<file path="config.mk">
export PLATFORM = sky130hd
export DESIGN_NAME = integer_to_base_text
export DESIGN_NICKNAME = d
export VERILOG_FILES = /design/src/hw/rtl/itbt_pkg.sv /design/src/hw/rtl/integer_to_base_text.sv /design/src/hw/rtl/itbt_seq.sv /design/src/hw/rtl/itbt_dp.sv
export SDC_FILE = /design/constraint.sdc
export NUM_CORES = 1
export LEC_CHECK = 0
export BUFFER_PORTS_ARGS = -buffer_cell sky130_fd_sc_hd__buf_2
export CAP_MARGIN = 10
export CORE_MARGIN = 4
export CORE_UTILIZATION = 35
export CTS_CLUSTER_SIZE = 28
export DETAILED_ROUTE_END_ITERATION = 8
export HOLD_SLACK_MARGIN = 0.08
export PLACE_DENSITY = 0.55
export RECOVER_POWER = 100
export SKIP_CTS_REPAIR_TIMING = 1
export SLEW_MARGIN = 20
export SYNTH_ARGS = -nofsm -noshare
export SYNTH_HDL_FRONTEND = slang
export SYNTH_SLANG_ARGS = --single-unit
</file>
<file path="constraint.sdc">
create_clock -name clk -period 9.64 [get_ports clk]
set_input_delay 0.964 -clock clk [delete_from_list [all_inputs] [get_ports clk]]
set_output_delay 0.964 -clock clk [all_outputs]
set_load 0.03 [all_outputs]
</file>
<file path="src/hw/rtl/itbt_pkg.sv">
// ----------------------------------------------------------------------------
// itbt_pkg: shared types and constants for integer_to_base_text
// Microcode word layout, branch conditions, the control store contents,
// ASCII constants and the digit-to-character map.
// ----------------------------------------------------------------------------
package itbt_pkg;

	// Datapath sizing
	localparam int WORD_BITS  = 32;
	localparam int RADIX_W    = 6;
	localparam int CHAR_W     = 7;
	localparam int CNT_W      = $clog2(WORD_BITS + 1);
	localparam int ADDR_W     = $clog2(WORD_BITS);
	// Divider retires DIV_BITS quotient bits per cycle
	localparam int DIV_BITS   = 4;
	localparam int DIV_STEPS  = WORD_BITS / DIV_BITS;
	localparam int DIV_CNT_W  = (DIV_STEPS > 1) ? $clog2(DIV_STEPS) : 1;

	// Radix register limits
	localparam logic [RADIX_W-1:0] RADIX_MIN   = RADIX_W'(2);
	localparam logic [RADIX_W-1:0] RADIX_MAX   = RADIX_W'(36);
	localparam logic [RADIX_W-1:0] RADIX_RESET = RADIX_W'(10);

	// ASCII codes
	localparam logic [CHAR_W-1:0] CH_ZERO  = 7'h30;
	localparam logic [CHAR_W-1:0] CH_A     = 7'h61;
	localparam logic [CHAR_W-1:0] CH_MINUS = 7'h2d;
	localparam logic [RADIX_W-1:0] DIGIT_MAX_DEC = RADIX_W'(9);
	localparam logic [RADIX_W-1:0] DIGIT_TEN     = RADIX_W'(10);

	// Sequencer program counter
	localparam int UPC_W = 4;
	typedef logic [UPC_W-1:0] upc_t;

	// Control store addresses
	localparam upc_t UA_IDLE  = UPC_W'(0);
	localparam upc_t UA_DIV   = UPC_W'(1);
	localparam upc_t UA_TEST  = UPC_W'(2);
	localparam upc_t UA_SIGN  = UPC_W'(3);
	localparam upc_t UA_MINUS = UPC_W'(4);
	localparam upc_t UA_READ  = UPC_W'(5);
	localparam upc_t UA_EMIT  = UPC_W'(6);
	localparam upc_t UA_LOOP  = UPC_W'(7);
	localparam upc_t UA_DONE  = UPC_W'(8);

	// Branch conditions
	typedef enum logic [2:0] {
		COND_NONE     = 3'd0,
		COND_ALWAYS   = 3'd1,
		COND_IN_VALID = 3'd2,
		COND_DIV_LAST = 3'd3,
		COND_Q_ZERO   = 3'd4,
		COND_NEG      = 3'd5,
		COND_CNT_ZERO = 3'd6,
		COND_OUT_FREE = 3'd7
	} cond_t;

	// One microcode word
	typedef struct packed {
		logic  in_take;     // input channel open, load on transfer
		logic  div;         // one divider iteration
		logic  rd;          // read digit store at count - 1
		logic  emit_sign;   // offer '-' to the output register
		logic  emit_digit;  // offer the read digit to the output register
		cond_t cond;
		logic  inv;         // branch when condition is false
		upc_t  target;
	} cw_t;

	// Datapath status seen by the sequencer
	typedef struct packed {
		logic div_last;
		logic q_zero;
		logic neg;
		logic cnt_zero;
	} dp_stat_t;

	localparam cw_t CW_NOP = '{
		in_take: 1'b0, div: 1'b0, rd: 1'b0, emit_sign: 1'b0, emit_digit: 1'b0,
		cond: COND_NONE, inv: 1'b0, target: UA_IDLE
	};

	// Control store
	function automatic cw_t ucode(input upc_t a);
		cw_t w;
		w = CW_NOP;
		case (a)
			UA_IDLE: begin
				// wait for an input transfer
				w.in_take = 1'b1;
				w.cond    = COND_IN_VALID;
				w.inv     = 1'b1;
				w.target  = UA_IDLE;
			end
			UA_DIV: begin
				w.div    = 1'b1;
				w.cond   = COND_DIV_LAST;
				w.inv    = 1'b1;
				w.target = UA_DIV;
			end
			UA_TEST: begin
				// more digits while quotient is nonzero
				w.cond   = COND_Q_ZERO;
				w.inv    = 1'b1;
				w.target = UA_DIV;
			end
			UA_SIGN: begin
				w.cond   = COND_NEG;
				w.inv    = 1'b1;
				w.target = UA_READ;
			end
			UA_MINUS: begin
				w.emit_sign = 1'b1;
				w.cond      = COND_OUT_FREE;
				w.inv       = 1'b1;
				w.target    = UA_MINUS;
			end
			UA_READ: begin
				w.rd = 1'b1;
			end
			UA_EMIT: begin
				w.emit_digit = 1'b1;
				w.cond       = COND_OUT_FREE;
				w.inv        = 1'b1;
				w.target     = UA_EMIT;
			end
			UA_LOOP: begin
				w.cond   = COND_CNT_ZERO;
				w.inv    = 1'b1;
				w.target = UA_READ;
			end
			UA_DONE: begin
				w.cond   = COND_ALWAYS;
				w.target = UA_IDLE;
			end
			default: begin
				w.cond   = COND_ALWAYS;
				w.target = UA_IDLE;
			end
		endcase
		return w;
	endfunction

	// Digit value to lower-case ASCII
	function automatic logic [CHAR_W-1:0] digit_char(input logic [RADIX_W-1:0] d);
		logic [CHAR_W-1:0] c;
		if (d <= DIGIT_MAX_DEC) begin
			c = CHAR_W'(CH_ZERO + CHAR_W'(d));
		end else begin
			c = CHAR_W'(CH_A + CHAR_W'(d - DIGIT_TEN));
		end
		return c;
	endfunction

endpackage

</file>
<file path="src/hw/rtl/integer_to_base_text.sv">
// ----------------------------------------------------------------------------
// integer_to_base_text: signed integer to ASCII text in a programmable base
// Microcoded converter: sequencer, divider datapath and output register.
// ----------------------------------------------------------------------------
// Usage
//   Input channel (in_valid/in_stall, value): one signed 32-bit integer per
//   transfer. in_stall is low only while the converter waits for a number.
//   Output channel (out_valid/out_stall, char_code, last_char): one ASCII
//   character per transfer, most significant first, '-' first for negative
//   values; last_char marks the final character of each number.
//   Config channel (cfg_valid/cfg_ready, radix): cfg_ready is always high;
//   writes are clamped to 2..36 and must only be made while idle.
// Steps
//   A number runs through divider iterations (4 quotient bits per cycle) and
//   a zero test per digit, then a sign test, a '-' emit step for negative
//   values, a read/emit/branch loop per character, and end and wait steps.
// Reset
//   arst_n clears the sequencer to its wait step, empties the output
//   register and sets the radix to 10.
// Stall
//   A stalled output holds its character; the sequencer waits on that emit
//   step and takes no new number until the last character is registered.
// ----------------------------------------------------------------------------
module integer_to_base_text (
	input  logic                                  clk,
	input  logic                                  arst_n,
	// input number
	input  logic                                  in_valid,
	output logic                                  in_stall,
	input  logic signed [itbt_pkg::WORD_BITS-1:0] value,
	// output characters
	output logic                                  out_valid,
	input  logic                                  out_stall,
	output logic [itbt_pkg::CHAR_W-1:0]           char_code,
	output logic                                  last_char,
	// radix register write
	input  logic                                  cfg_valid,
	output logic                                  cfg_ready,
	input  logic [itbt_pkg::RADIX_W-1:0]          radix
);

	itbt_pkg::cw_t                cw;
	itbt_pkg::dp_stat_t           stat;
	logic [itbt_pkg::RADIX_W-1:0] radix_q;
	logic [itbt_pkg::CHAR_W-1:0]  emit_char;
	logic                         emit_last;
	logic                         out_valid_q;
	logic [itbt_pkg::CHAR_W-1:0]  char_q;
	logic                         last_q;
	logic                         out_free;
	logic                         emit_fire;

	// Radix register, clamped on write
	assign cfg_ready = 1'b1;

	always_ff @(posedge clk or negedge arst_n) begin
		if (!arst_n) begin
			radix_q <= itbt_pkg::RADIX_RESET;
		end else if (cfg_valid && cfg_ready) begin
			if (radix < itbt_pkg::RADIX_MIN) begin
				radix_q <= itbt_pkg::RADIX_MIN;
			end else if (radix > itbt_pkg::RADIX_MAX) begin
				radix_q <= itbt_pkg::RADIX_MAX;
			end else begin
				radix_q <= radix;
			end
		end
	end

	// Sequencer
	itbt_seq u_seq (
		.clk      (clk),
		.arst_n   (arst_n),
		.in_valid (in_valid),
		.out_free (out_free),
		.stat     (stat),
		.cw       (cw)
	);

	// Datapath
	itbt_dp u_dp (
		.clk       (clk),
		.arst_n    (arst_n),
		.cw        (cw),
		.in_valid  (in_valid),
		.out_free  (out_free),
		.value     (value),
		.radix_cur (radix_q),
		.stat      (stat),
		.emit_char (emit_char),
		.emit_last (emit_last)
	);

	assign in_stall = !cw.in_take;

	// Output register
	assign out_free  = !out_valid_q || !out_stall;
	assign emit_fire = (cw.emit_sign || cw.emit_digit) && out_free;

	always_ff @(posedge clk or negedge arst_n) begin
		if (!arst_n) begin
			out_valid_q <= 1'b0;
		end else if (out_free) begin
			out_valid_q <= emit_fire;
		end
	end

	always_ff @(posedge clk) begin
		if (emit_fire) begin
			char_q <= emit_char;
			last_q <= emit_last;
		end
	end

	assign out_valid = out_valid_q;
	assign char_code = char_q;
	assign last_char = last_q;

	// Checks
	a_take_not_emit: assert property (@(posedge clk) disable iff (!arst_n)
		!(!in_stall && emit_fire))
		else $error("input taken while a character is emitted");

	a_one_take: assert property (@(posedge clk) disable iff (!arst_n)
		(in_valid && !in_stall) |=> in_stall)
		else $error("input channel open right after a transfer");

	a_last_is_digit: assert property (@(posedge clk) disable iff (!arst_n)
		(out_valid && last_char) |-> (char_code != itbt_pkg::CH_MINUS))
		else $error("sign character marked as last");

endmodule

</file>
<file path="src/hw/rtl/itbt_seq.sv">
// ----------------------------------------------------------------------------
// itbt_seq: microcode sequencer
// Step counter, control store fetch and conditional branch selection.
// ----------------------------------------------------------------------------
module itbt_seq (
	input  logic              clk,
	input  logic              arst_n,
	input  logic              in_valid,
	input  logic              out_free,
	input  itbt_pkg::dp_stat_t stat,
	output itbt_pkg::cw_t     cw
);

	itbt_pkg::upc_t upc_q;
	logic           cond_val;
	logic           take_branch;

	// Fetch
	assign cw = itbt_pkg::ucode(upc_q);

	// Condition select
	always_comb begin
		case (cw.cond)
			itbt_pkg::COND_NONE:     cond_val = 1'b0;
			itbt_pkg::COND_ALWAYS:   cond_val = 1'b1;
			itbt_pkg::COND_IN_VALID: cond_val = in_valid;
			itbt_pkg::COND_DIV_LAST: cond_val = stat.div_last;
			itbt_pkg::COND_Q_ZERO:   cond_val = stat.q_zero;
			itbt_pkg::COND_NEG:      cond_val = stat.neg;
			itbt_pkg::COND_CNT_ZERO: cond_val = stat.cnt_zero;
			itbt_pkg::COND_OUT_FREE: cond_val = out_free;
			default:                 cond_val = 1'b0;
		endcase
	end

	assign take_branch = cond_val ^ cw.inv;

	// Step counter
	always_ff @(posedge clk or negedge arst_n) begin
		if (!arst_n) begin
			upc_q <= itbt_pkg::UA_IDLE;
		end else if (take_branch) begin
			upc_q <= cw.target;
		end else begin
			upc_q <= itbt_pkg::UPC_W'(upc_q + 1'b1);
		end
	end

endmodule

</file>
<file path="src/hw/rtl/itbt_dp.sv">
// ----------------------------------------------------------------------------
// itbt_dp: conversion datapath
// Magnitude register with a radix divider (several quotient bits per cycle),
// digit store, digit count and sign flag, driven by the microcode word.
// ----------------------------------------------------------------------------
module itbt_dp (
	input  logic                                 clk,
	input  logic                                 arst_n,
	input  itbt_pkg::cw_t                        cw,
	input  logic                                 in_valid,
	input  logic                                 out_free,
	input  logic signed [itbt_pkg::WORD_BITS-1:0] value,
	input  logic [itbt_pkg::RADIX_W-1:0]         radix_cur,
	output itbt_pkg::dp_stat_t                   stat,
	output logic [itbt_pkg::CHAR_W-1:0]          emit_char,
	output logic                                 emit_last
);

	logic [itbt_pkg::WORD_BITS-1:0] mag_q;
	logic [itbt_pkg::RADIX_W-1:0]   rem_q;
	logic [itbt_pkg::DIV_CNT_W-1:0] div_cnt_q;
	logic [itbt_pkg::CNT_W-1:0]     cnt_q;
	logic                           neg_q;
	logic [itbt_pkg::RADIX_W-1:0]   rdata_q;
	logic [itbt_pkg::RADIX_W-1:0]   digit_mem [itbt_pkg::WORD_BITS];

	logic [itbt_pkg::WORD_BITS-1:0] val_u;
	logic [itbt_pkg::WORD_BITS-1:0] mag_in;
	logic [itbt_pkg::WORD_BITS-1:0] mag_nxt;
	logic [itbt_pkg::RADIX_W-1:0]   rem_nxt;
	logic [itbt_pkg::RADIX_W:0]     trial;
	logic                           load_fire;
	logic                           digit_done;
	logic                           digit_fire;
	logic [itbt_pkg::ADDR_W-1:0]    rd_addr;

	// Magnitude as unsigned, most negative value included
	assign val_u  = value;
	assign mag_in = val_u[itbt_pkg::WORD_BITS-1] ? itbt_pkg::WORD_BITS'(~val_u + 1'b1) : val_u;

	assign load_fire  = cw.in_take && in_valid;
	assign stat.div_last = (div_cnt_q == itbt_pkg::DIV_CNT_W'(itbt_pkg::DIV_STEPS - 1));
	assign digit_done = cw.div && stat.div_last;
	assign digit_fire = cw.emit_digit && out_free;
	assign rd_addr    = itbt_pkg::ADDR_W'(cnt_q - 1'b1);

	assign stat.q_zero   = (mag_q == '0);
	assign stat.neg      = neg_q;
	assign stat.cnt_zero = (cnt_q == '0);

	// Restoring division, DIV_BITS quotient bits per iteration
	always_comb begin
		rem_nxt = rem_q;
		mag_nxt = mag_q;
		trial   = '0;
		for (int i = 0; i < itbt_pkg::DIV_BITS; i++) begin
			trial   = {rem_nxt, mag_nxt[itbt_pkg::WORD_BITS-1]};
			mag_nxt = {mag_nxt[itbt_pkg::WORD_BITS-2:0], 1'b0};
			if (trial >= {1'b0, radix_cur}) begin
				rem_nxt    = itbt_pkg::RADIX_W'(trial - {1'b0, radix_cur});
				mag_nxt[0] = 1'b1;
			end else begin
				rem_nxt = trial[itbt_pkg::RADIX_W-1:0];
			end
		end
	end

	// Control and magnitude registers
	always_ff @(posedge clk or negedge arst_n) begin
		if (!arst_n) begin
			mag_q     <= '0;
			rem_q     <= '0;
			div_cnt_q <= '0;
			cnt_q     <= '0;
			neg_q     <= 1'b0;
		end else if (load_fire) begin
			mag_q     <= mag_in;
			rem_q     <= '0;
			div_cnt_q <= '0;
			cnt_q     <= '0;
			neg_q     <= val_u[itbt_pkg::WORD_BITS-1];
		end else if (cw.div) begin
			mag_q <= mag_nxt;
			if (digit_done) begin
				rem_q     <= '0;
				div_cnt_q <= '0;
				cnt_q     <= itbt_pkg::CNT_W'(cnt_q + 1'b1);
			end else begin
				rem_q     <= rem_nxt;
				div_cnt_q <= itbt_pkg::DIV_CNT_W'(div_cnt_q + 1'b1);
			end
		end else if (digit_fire) begin
			cnt_q <= itbt_pkg::CNT_W'(cnt_q - 1'b1);
		end
	end

	// Digit store: written as each digit completes, read back in reverse
	always_ff @(posedge clk) begin
		if (digit_done) begin
			digit_mem[cnt_q[itbt_pkg::ADDR_W-1:0]] <= rem_nxt;
		end
		if (cw.rd) begin
			rdata_q <= digit_mem[rd_addr];
		end
	end

	// Character offered to the output register
	assign emit_char = cw.emit_sign ? itbt_pkg::CH_MINUS : itbt_pkg::digit_char(rdata_q);
	assign emit_last = cw.emit_digit && (cnt_q == itbt_pkg::CNT_W'(1));

endmodule

</file>
==> run summary, run 1 <==
- status: finished, violations left
- violated checks: max-capacitance violations, max-slew violations
- Post-Synthesis Cell Area: 13,200 µm²
- type of origin of the critical path: register
- number of sinks on the clock net: 265
- die area: 40,900 µm²
- Die Y-Extent: 202 µm
- worst r2r dst: u_dp.digit_mem[17][1]
- Max Fclk: 0.113 GHz
- TritonCTS clock tree: built
- Cell variety after synth: 73
- critical path data required time: 9730 ps
- num ports: 54
- total global routing track utilization: 14.9%
- clock transition at the registers of the reported paths: 60 ps
- Max Root-Sink Buffers: 3
- critical hold path startpoint: u_dp.div_cnt_q[2]
- Primary FF master, synth: edfxtp_1
- clock root buffer: clkbuf_16
- number of buffers inserted during clock tree synthesis: 28
- area added between synthesis and finish: 12.5%
- Global Route met1 Usage: 21.8%
- layout cells sized above 1: 17.1%
- number of vias per cell: 5.27
- Placer Congestion: 0.870
- Worst Setup Path Type: reg -> reg
- number of nets in the layout: 1,146
- Detailed Place HPWL: 20.7 mm
- RSZ-0062 raised after global routing: yes
- Placed Area: 14,000 µm²
- critical path peak fanout: 16
- wire length of the first global-routing pass: 48.5 mm
- via count of the first global-routing pass: 8,265
- Max Clock Skew: 25.6 ps
- class of the tightest hold or removal check: reg -> reg
- depth of the CTS H-tree: 1
- worst relative slew slack: -202%
- Synth Warn #: 0
- syn_area_per_cell: 13.1 µm²
- number of buffer cells added on primary ports: 52
- post-synthesis share of cell area spent on full adders, half adders and majority gates: 4.39%
- top-area cell type share of the netlist area: 46.8%
- router iterations before antenna repair: 5
- number of rows created at floorplan: 70
- hold path depth: 2
- # diodes: 0
- final critical delay including setup and external delays: 8880 ps
- clock insertion delay at the later pin of the skew report: 550 ps
- Die Wd: 202 µm
- largest cells by area after synthesis: edfxtp_1 (47%), dfrtp_1 (11%), mux4_2 (10%)
- Tcrit/Tclk final: 92.1%
- number of cells on the worst reg-to-reg path: 32
- DR vias: 8,343
- Synth area leader: edfxtp_1
- crit end category: register
- xor-xnor portion of the synthesized cell area: 3.38%
- fraction of the yosys area taken by sequential cells: 58.0%
- post-synthesis sequential element count: 265
- most utilized layer in the global route result: met2
- total of endpoints with negative setup slack in the final report: 0
- number of filler instances in the final layout: 3,517
- number of DRC markers after the initial detailed-route iteration: 783
- share of synthesized flip-flops with an asynchronous set or reset: 22.3%
- DRC violation count after routing: 0
- critical path data arrival time: 8970 ps
- Max Cap Violations: 4
- pin count of the biggest net entering global routing: 60
- routed wire length per instance: 19.8 µm
- fraction of met3 tracks used by global routing: 2.39%
- max-slew violation total from the final report: 223
- Starting Density: 35.7%
- slew at the pin closest to its max-slew limit: 4530 ps
- crit-path most repeated cell: ha_1
- delay of the slowest critical-path stage: 680 ps
- Synth Area in Simple Gates: 10.8%
- final standard cell area without fillers: 14,900 µm²
- largest family of logic cells by synthesized area: multiplexers
- Fin. Hold Viols: 0
- count leader, synth: edfxtp_1
- Final Routed Wirelength: 31.4 mm
- worst hold path endpoint: u_dp.div_cnt_q[2]
- launch point of the worst reg-to-reg path: radix_q[1]
- met2 demand-to-capacity share in global routing: 23.8%
- Post-Syn Nets: 1,097
- initial antenna violation count: 1
- Post-synth EDFFs: 206
- mux contribution to synthesized area: 11.4%
- synthesized instance count: 1,010
- most numerous cell types in the synthesized netlist: edfxtp_1 (206), nand2_1 (105), nor2_1 (94), mux4_2 (60), dfrtp_1 (57)
- end-of-flow core utilization: 40.2%
- total grt overflow: 0
- setup TNS: 0 ps
- post-route ant nets: 0
- slack of the worst reg-to-reg path: 760 ps
- CP max-delay cell: o31ai_1
- compound-gate portion of the synthesized area: 9.40%
- core box area: 37,000 µm²
logic make-up (layout without fill, tap and decap cells):
family / count (synthesis) / count (layout)
AO/OA/AOI/OAI: 185 / 185
XOR/XNOR: 51 / 51
adder cells (fa/ha/maj): 44 / 44
buffers and inverters: 90 / 160
flip-flops: 265 / 265
multiplexers: 74 / 74
other: 1 / 1
AND/OR/NAND/NOR: 300 / 300
sequential cells by signal (all words and copies together) (netlist names):
signal and cells:
char_code 7, last_char 1, out_valid 1, radix_q 6
u_dp.cnt_q 6, u_dp.digit_mem 192, u_dp.div_cnt_q 3, u_dp.mag_q 32
u_dp.neg_q 1, u_dp.rdata_q 6, u_dp.rem_q 6, u_seq.upc_q 4
worst max path at each step:
stage / startpoint / endpoint
5_1_grt: radix_q[1] / u_dp.digit_mem[2][4]
3_3_place_gp: radix_q[1] / u_dp.digit_mem[23][1]
4_1_cts: radix_q[1] / u_dp.digit_mem[22][1]
6_report: radix_q[1] / u_dp.digit_mem[17][1]
3_5_place_dp: radix_q[1] / u_dp.digit_mem[21][1]
2_1_floorplan: radix_q[1] / u_dp.digit_mem[0][0]
critical path: cells and delay by family, from the launching register on:
kind	cells	cell delay [ps]
buffers and inverters	4	960
AO/OA/AOI/OAI	16	4210
AND/OR/NAND/NOR	8	1440
adder cells (fa/ha/maj)	4	1190
flip-flops	1	630
cell type report:
cell class / instances / area, µm² / share of cell area [%]
Sequential cell: 265 / 7670 / 51.6
Multi-Input combinational cell: 655 / 5230 / 35.2
Clock buffer: 35 / 737 / 4.96
Tap cell: 504 / 631 / 4.24
Timing Repair Buffer: 64 / 309 / 2.08
Inverter: 43 / 169 / 1.14
Clock inverter: 16 / 111 / 0.749
Timing Repair inverter: 2 / 10.0 / 0.0674
layout by cell type, fill, tap and decap left out, types with 8 or more instances in the layout:
master / synthesis / layout
o21ai_0: 42 / 43
o21ai_1: 9 / 8
xnor2_1: 37 / 35
nor4_1: 12 / 12
nand3_1: 15 / 14
a21oi_1: 39 / 39
o31ai_1: 10 / 10
nor2_1: 94 / 94
ha_1: 40 / 40
a31oi_1: 24 / 24
nor2b_1: 8 / 8
buf_2: 2 / 40
dfrtp_1: 57 / 56
edfxtp_1: 206 / 206
mux4_2: 60 / 60
xor2_1: 14 / 14
nor3_1: 12 / 12
clkbuf_16: 0 / 28
clkbuf_1: 37 / 23
inv_1: 43 / 41
nand2_1: 105 / 105
stage by stage:
stage,setup slack [ps],std cells,hold slack (ps)
2_1_floorplan,1570,1010,451
3_3_place_gp,983,1527,512
3_5_place_dp,771,1527,520
4_1_cts,793,1578,528
5_1_grt,-17.3,1584,548
6_report,759,1584,526
routing by layer:
layer	wire length, µm	up-vias
met2	14400	183
met1	14800	4199
met5	20	-
met3	1640	46
met4	541	2
li1	-	3913
Power of run 1 is not shown: default switching activity piles up to over one toggle a cycle in this logic, so the estimate is an artifact.
==> inputs of run 2 (changes only) <==
==> constraint.sdc (replaced) <==
create_clock -name clk -period 9.64 [get_ports clk]
set_input_delay 1.928 -clock clk [delete_from_list [all_inputs] [get_ports clk]]
set_output_delay 1.928 -clock clk [all_outputs]
set_load 0.03 [all_outputs]
==> run summary, run 2 (synthesis results as in run 1) <==
- status: finished, violations left
- violated checks: max-capacitance violations, max-slew violations
- core box area: 37,000 µm²
- total of endpoints with negative setup slack in the final report: 0
- routed wire length per instance: 19.8 µm
- worst relative slew slack: -203%
- critical path peak fanout: 16
- Starting Density: 35.7%
- Final Routed Wirelength: 31.4 mm
- clock transition at the registers of the reported paths: 60 ps
- Worst Setup Path Type: reg -> reg
- critical path data required time: 9730 ps
- crit end category: register
- Tcrit/Tclk final: 92.2%
- flip-flop count of the largest register, all copies and words added: 192
- fin cells: 1,584
- # diodes: 0
- final standard cell area without fillers: 14,800 µm²
- count of placed standard cells including taps: 1,527
- post-route ant nets: 0
- max-slew violation total from the final report: 172
- RSZ-0062 raised after global routing: yes
- launch point of the worst reg-to-reg path: radix_q[1]
- Placed Area: 14,000 µm²
- via count of the first global-routing pass: 8,265
- most frequent standard cell in the layout excluding fill and tap cells: edfxtp_1
- commonest cells after routing, fill and taps aside: edfxtp_1 (206), nand2_1 (105), nor2_1 (94)
- router iterations before antenna repair: 5
- worst hold path endpoint: u_dp.div_cnt_q[2]
- CP max-delay cell: o31ai_1
- number of buffers inserted during clock tree synthesis: 28
- Max Fclk: 0.113 GHz
- initial antenna violation count: 1
- clock root buffer: clkbuf_16
- TritonCTS clock tree: built
- wire length of the first global-routing pass: 48.5 mm
- total grt overflow: 0
- number of DRC markers after the initial detailed-route iteration: 775
- area added between synthesis and finish: 12.2%
- layout cells sized above 1: 16.5%
- Detailed Place HPWL: 20.7 mm
- delay of the slowest critical-path stage: 690 ps
- Max Root-Sink Buffers: 3
- critical path data arrival time: 8970 ps
- slew at the pin closest to its max-slew limit: 4550 ps
- class of the tightest hold or removal check: reg -> reg
- final critical delay including setup and external delays: 8880 ps
- end-of-flow core utilization: 40.1%
- crit-path most repeated cell: ha_1
- critical hold path startpoint: u_dp.div_cnt_q[2]
- number of sinks on the clock net: 265
- hold path depth: 2
- startpoint of the worst setup timing path: radix_q[1]
- clock insertion delay at the later pin of the skew report: 550 ps
- Die Y-Extent: 202 µm
- DRC violation count after routing: 0
- number of cells on the worst reg-to-reg path: 32
- Placer Congestion: 0.870
- num ports: 54
- slack of the worst reg-to-reg path: 760 ps
- Max Clock Skew: 25.5 ps
- Max Cap Violations: 3
- number of buffer cells added on primary ports: 52
- number of nets in the layout: 1,146
- depth of the CTS H-tree: 1
- total global routing track utilization: 14.9%
- Die Wd: 202 µm
- pin count of the biggest net entering global routing: 60
- Fin. Hold Viols: 0
- die area: 40,900 µm²
- setup TNS: 0 ps
- worst r2r dst: u_dp.digit_mem[17][1]
- number of rows created at floorplan: 70
- number of vias per cell: 5.28
- type of origin of the critical path: register
- DR vias: 8,361
## run 2: cell types whose count changed in the layout (fill, tap and decap cells not counted), moves of 2 or more
cell,change
clkbuf_1,+3
or3_1,+2
or3_4,-2
buf_2,-3
## run 2: layout make-up
type                            count  area [µm²]
Fill cell                        3526       22100
Multi-Input combinational cell    655        5190
Timing Repair Buffer               64         305
Sequential cell                   265        7670
Clock buffer                       35         737
Clock inverter                     16         111
Timing Repair inverter              2        10.0
Tap cell                          504         631
Inverter                           43         169
## run 2: how the worst max path moves through the flow
| stage | end | slack (ps) | depth (start not counted) |
|---|---|---|---|
| after floorplan | u_dp.digit_mem[0][0] | 1570 | 28 |
| after global placement | u_dp.digit_mem[23][1] | 980 | 31 |
| after detailed placement | u_dp.digit_mem[21][1] | 770 | 29 |
| after CTS | u_dp.digit_mem[22][1] | 790 | 31 |
| after global routing | u_dp.digit_mem[2][4] | -20 | 30 |
| final | u_dp.digit_mem[17][1] | 760 | 32 |
## run 2: through the flow
step / setup WS, ps / hold WS (ps)
CTS: 793 / 528
global route: -17.3 / 548
detailed placement: 771 / 520
global placement: 983 / 512
floorplan: 1570 / 451
finish: 755 / 525
## run 2: per-layer routing
metal	up-vias	track usage (%)	part of all wire, %
li1	3909	-	-
met5	-	0	0.022
met1	4216	21.8	47
met2	191	23.8	46
met4	2	2.84	1.6
met3	43	2.39	5.3
## run 2: worst max-delay path, delay by kind of cell (launching register included)
family / cells / cell delay, ps
AOI/OAI and AO/OA: 16 / 4220
DFF: 1 / 630
and+or+nand+nor: 8 / 1440
adders and majority gates: 4 / 1180
buffers and inverters: 4 / 960
Power of run 2 is left out for the same reason.
==> inputs of run 3 (changes only) <==
- ABC_AREA: unset -> 1
- CORE_ASPECT_RATIO: unset -> 0.7
==> run summary, run 3 <==
- Max Clock Skew: 13.3 ps
- Primary FF master, synth: edfxtp_1
- Post-Syn Nets: 1,422
- critical path data required time: 9910 ps
- number of vias per cell: 5.34
- clock insertion delay at the later pin of the skew report: 540 ps
- total grt overflow: 0
- top-area cell type share of the netlist area: 45.8%
- die area: 41,800 µm²
- clock root buffer: clkbuf_16
- fraction of the yosys area taken by sequential cells: 56.8%
- largest cells by area after synthesis: edfxtp_1 (46%), dfrtp_1 (11%), nor2_1 (5.6%)
- Synth area leader: edfxtp_1
- Die Wd: 243 µm
- critical path data arrival time: 8110 ps
- compound-gate portion of the synthesized area: 13.0%
- Fin. Hold Viols: 0
- Synth Warn #: 0
- post-route ant nets: 0
- Cell variety after synth: 49
- crit end category: register
- delay of the slowest critical-path stage: 750 ps
- area added between synthesis and finish: 11.9%
- mux contribution to synthesized area: 1.41%
- Worst Setup Path Type: reg -> reg
- most numerous cell types in the synthesized netlist: edfxtp_1 (206), nor2_1 (202), nand2_1 (166), inv_1 (134), o21ai_0 (102)
- xor-xnor portion of the synthesized cell area: 2.34%
- number of rows created at floorplan: 59
- Post-Synthesis Cell Area: 13,500 µm²
- Max Cap Violations: 4
- Post-synth EDFFs: 206
- violated checks: max-capacitance violations, max-slew violations
- routed wire length per instance: 18.8 µm
- post-synthesis share of cell area spent on full adders, half adders and majority gates: 4.30%
- TritonCTS clock tree: built
- Synth Area in Simple Gates: 16.7%
- launch point of the worst reg-to-reg path: radix_q[1]
- # diodes: 0
- number of DRC markers after the initial detailed-route iteration: 956
- final critical delay including setup and external delays: 7840 ps
- largest family of logic cells by synthesized area: simple AND/OR/NAND/NOR gates
- post-synthesis sequential element count: 265
- Max Fclk: 0.128 GHz
- share of synthesized flip-flops with an asynchronous set or reset: 22.3%
- setup TNS: 0 ps
- max-slew violation total from the final report: 221
- slew at the pin closest to its max-slew limit: 3850 ps
- initial antenna violation count: 0
- CP max-delay cell: dfstp_1
- total global routing track utilization: 16.5%
- critical path peak fanout: 20
- crit-path most repeated cell: nand2_1
- class of the tightest hold or removal check: reg -> reg
- synthesized instance count: 1,335
- status: finished, violations left
- DRC violation count after routing: 0
- fin cells: 1,876
- number of nets in the layout: 1,456
- critical hold path startpoint: u_dp.mag_q[4]
- Final Routed Wirelength: 35.3 mm
- clock transition at the registers of the reported paths: 70 ps
- number of buffer cells added on primary ports: 52
- post-placement setup slack: 2130 ps
- via count of the first global-routing pass: 9,235
- most frequent standard cell in the layout excluding fill and tap cells: edfxtp_1
- type of origin of the critical path: register
- count of placed standard cells including taps: 1,828
- number of sinks on the clock net: 265
- Starting Density: 35.9%
- worst relative slew slack: -157%
- syn_area_per_cell: 10.1 µm²
- worst hold slack across all endpoints: 491 ps
- Detailed Place HPWL: 23.9 mm
- router iterations before antenna repair: 5
- core box area: 37,600 µm²
- number of buffers inserted during clock tree synthesis: 27
- count leader, synth: edfxtp_1
- Max Root-Sink Buffers: 3
- pin count of the biggest net entering global routing: 73
- wire length of the first global-routing pass: 54.4 mm
- Placer Congestion: 0.851
- commonest cells after routing, fill and taps aside: edfxtp_1 (206), nor2_1 (203), nand2_1 (167)
- Tcrit/Tclk final: 81.3%
- total of endpoints with negative setup slack in the final report: 0
- Die Y-Extent: 172 µm
- depth of the CTS H-tree: 1
- RSZ-0062 raised after global routing: no
- num ports: 54
- startpoint of the worst setup timing path: radix_q[1]
- flip-flop count of the largest register, all copies and words added: 192
- DR vias: 10,021
- worst setup slack after layout: 1800 ps
- layout cells sized above 1: 7.93%
==> run 3: changes by cell type in the layout (fill, tap and decap cells not counted), moves of 29 or more <==
cell / before / now
nand2_1: 105 / 167
o221ai_1: 0 / 40
inv_1: 41 / 134
mux4_2: 60 / 0
o21ai_0: 44 / 102
nor2_1: 94 / 203
o32ai_1: 1 / 30
nand3_1: 14 / 78
==> run 3: final cells by class <==
class	instances	area (µm²)
clock inverter	18	249
sequential	265	7660
clock buffer	30	687
inverter	136	510
tap	488	611
multi-input combinational	876	5070
timing repair buffer	63	318
fill	3683	22500
==> run 3: worst max-delay path, delay by kind of cell, from the launching register on <==
family | cells | cell delay, ps
AO/OA/AOI/OAI | 8 | 1720
buffers and inverters | 7 | 910
adder cells (fa/ha/maj) | 4 | 1350
AND/OR/NAND/NOR | 24 | 2810
flip-flops | 1 | 750
==> run 3: cells by family after synthesis <==
logic type	count (synthesis)
AO/OA/AOI/OAI	267
XOR/XNOR	36
adder cells (fa/ha/maj)	44
buffers and inverters	194
flip-flops	265
multiplexers	19
other	1
AND/OR/NAND/NOR	509
==> run 3: worst paths after layout <==
| path | end | slack [ps] | depth (start not counted) |
|---|---|---|---|
| max | u_dp.digit_mem[26][2] | 1800 | 43 |
| min | u_dp.mag_q[4] | 490 | 2 |
| max reg2reg | u_dp.digit_mem[26][2] | 1800 | 43 |
| min reg2reg | u_dp.mag_q[4] | 490 | 2 |
| max in group asynchronous | u_dp.rem_q[5] | 5220 | 2 |
| min in group asynchronous | u_dp.mag_q[13] | 2570 | 2 |
==> run 3: per-layer routing <==
| metal | vias to the layer above | global-route usage, % | share of wire (%) |
|---|---|---|---|
| met5 | - | 0 | 0 |
| met4 | 0 | 2.38 | 1.1 |
| met3 | 30 | 3.10 | 6.6 |
| met2 | 278 | 23.2 | 41 |
| met1 | 4901 | 26.5 | 52 |
| li1 | 4812 | - | - |
==> run 3: metrics by stage <==
stage               cell area (µm²)  util [%]
finish                        15100      40.1
global route                  15100      40.1
CTS                           15200      40.3
detailed placement            14200      37.8
global placement              14200      37.8
floorplan                     13500         -
Power of run 3 is left out for the same reason.
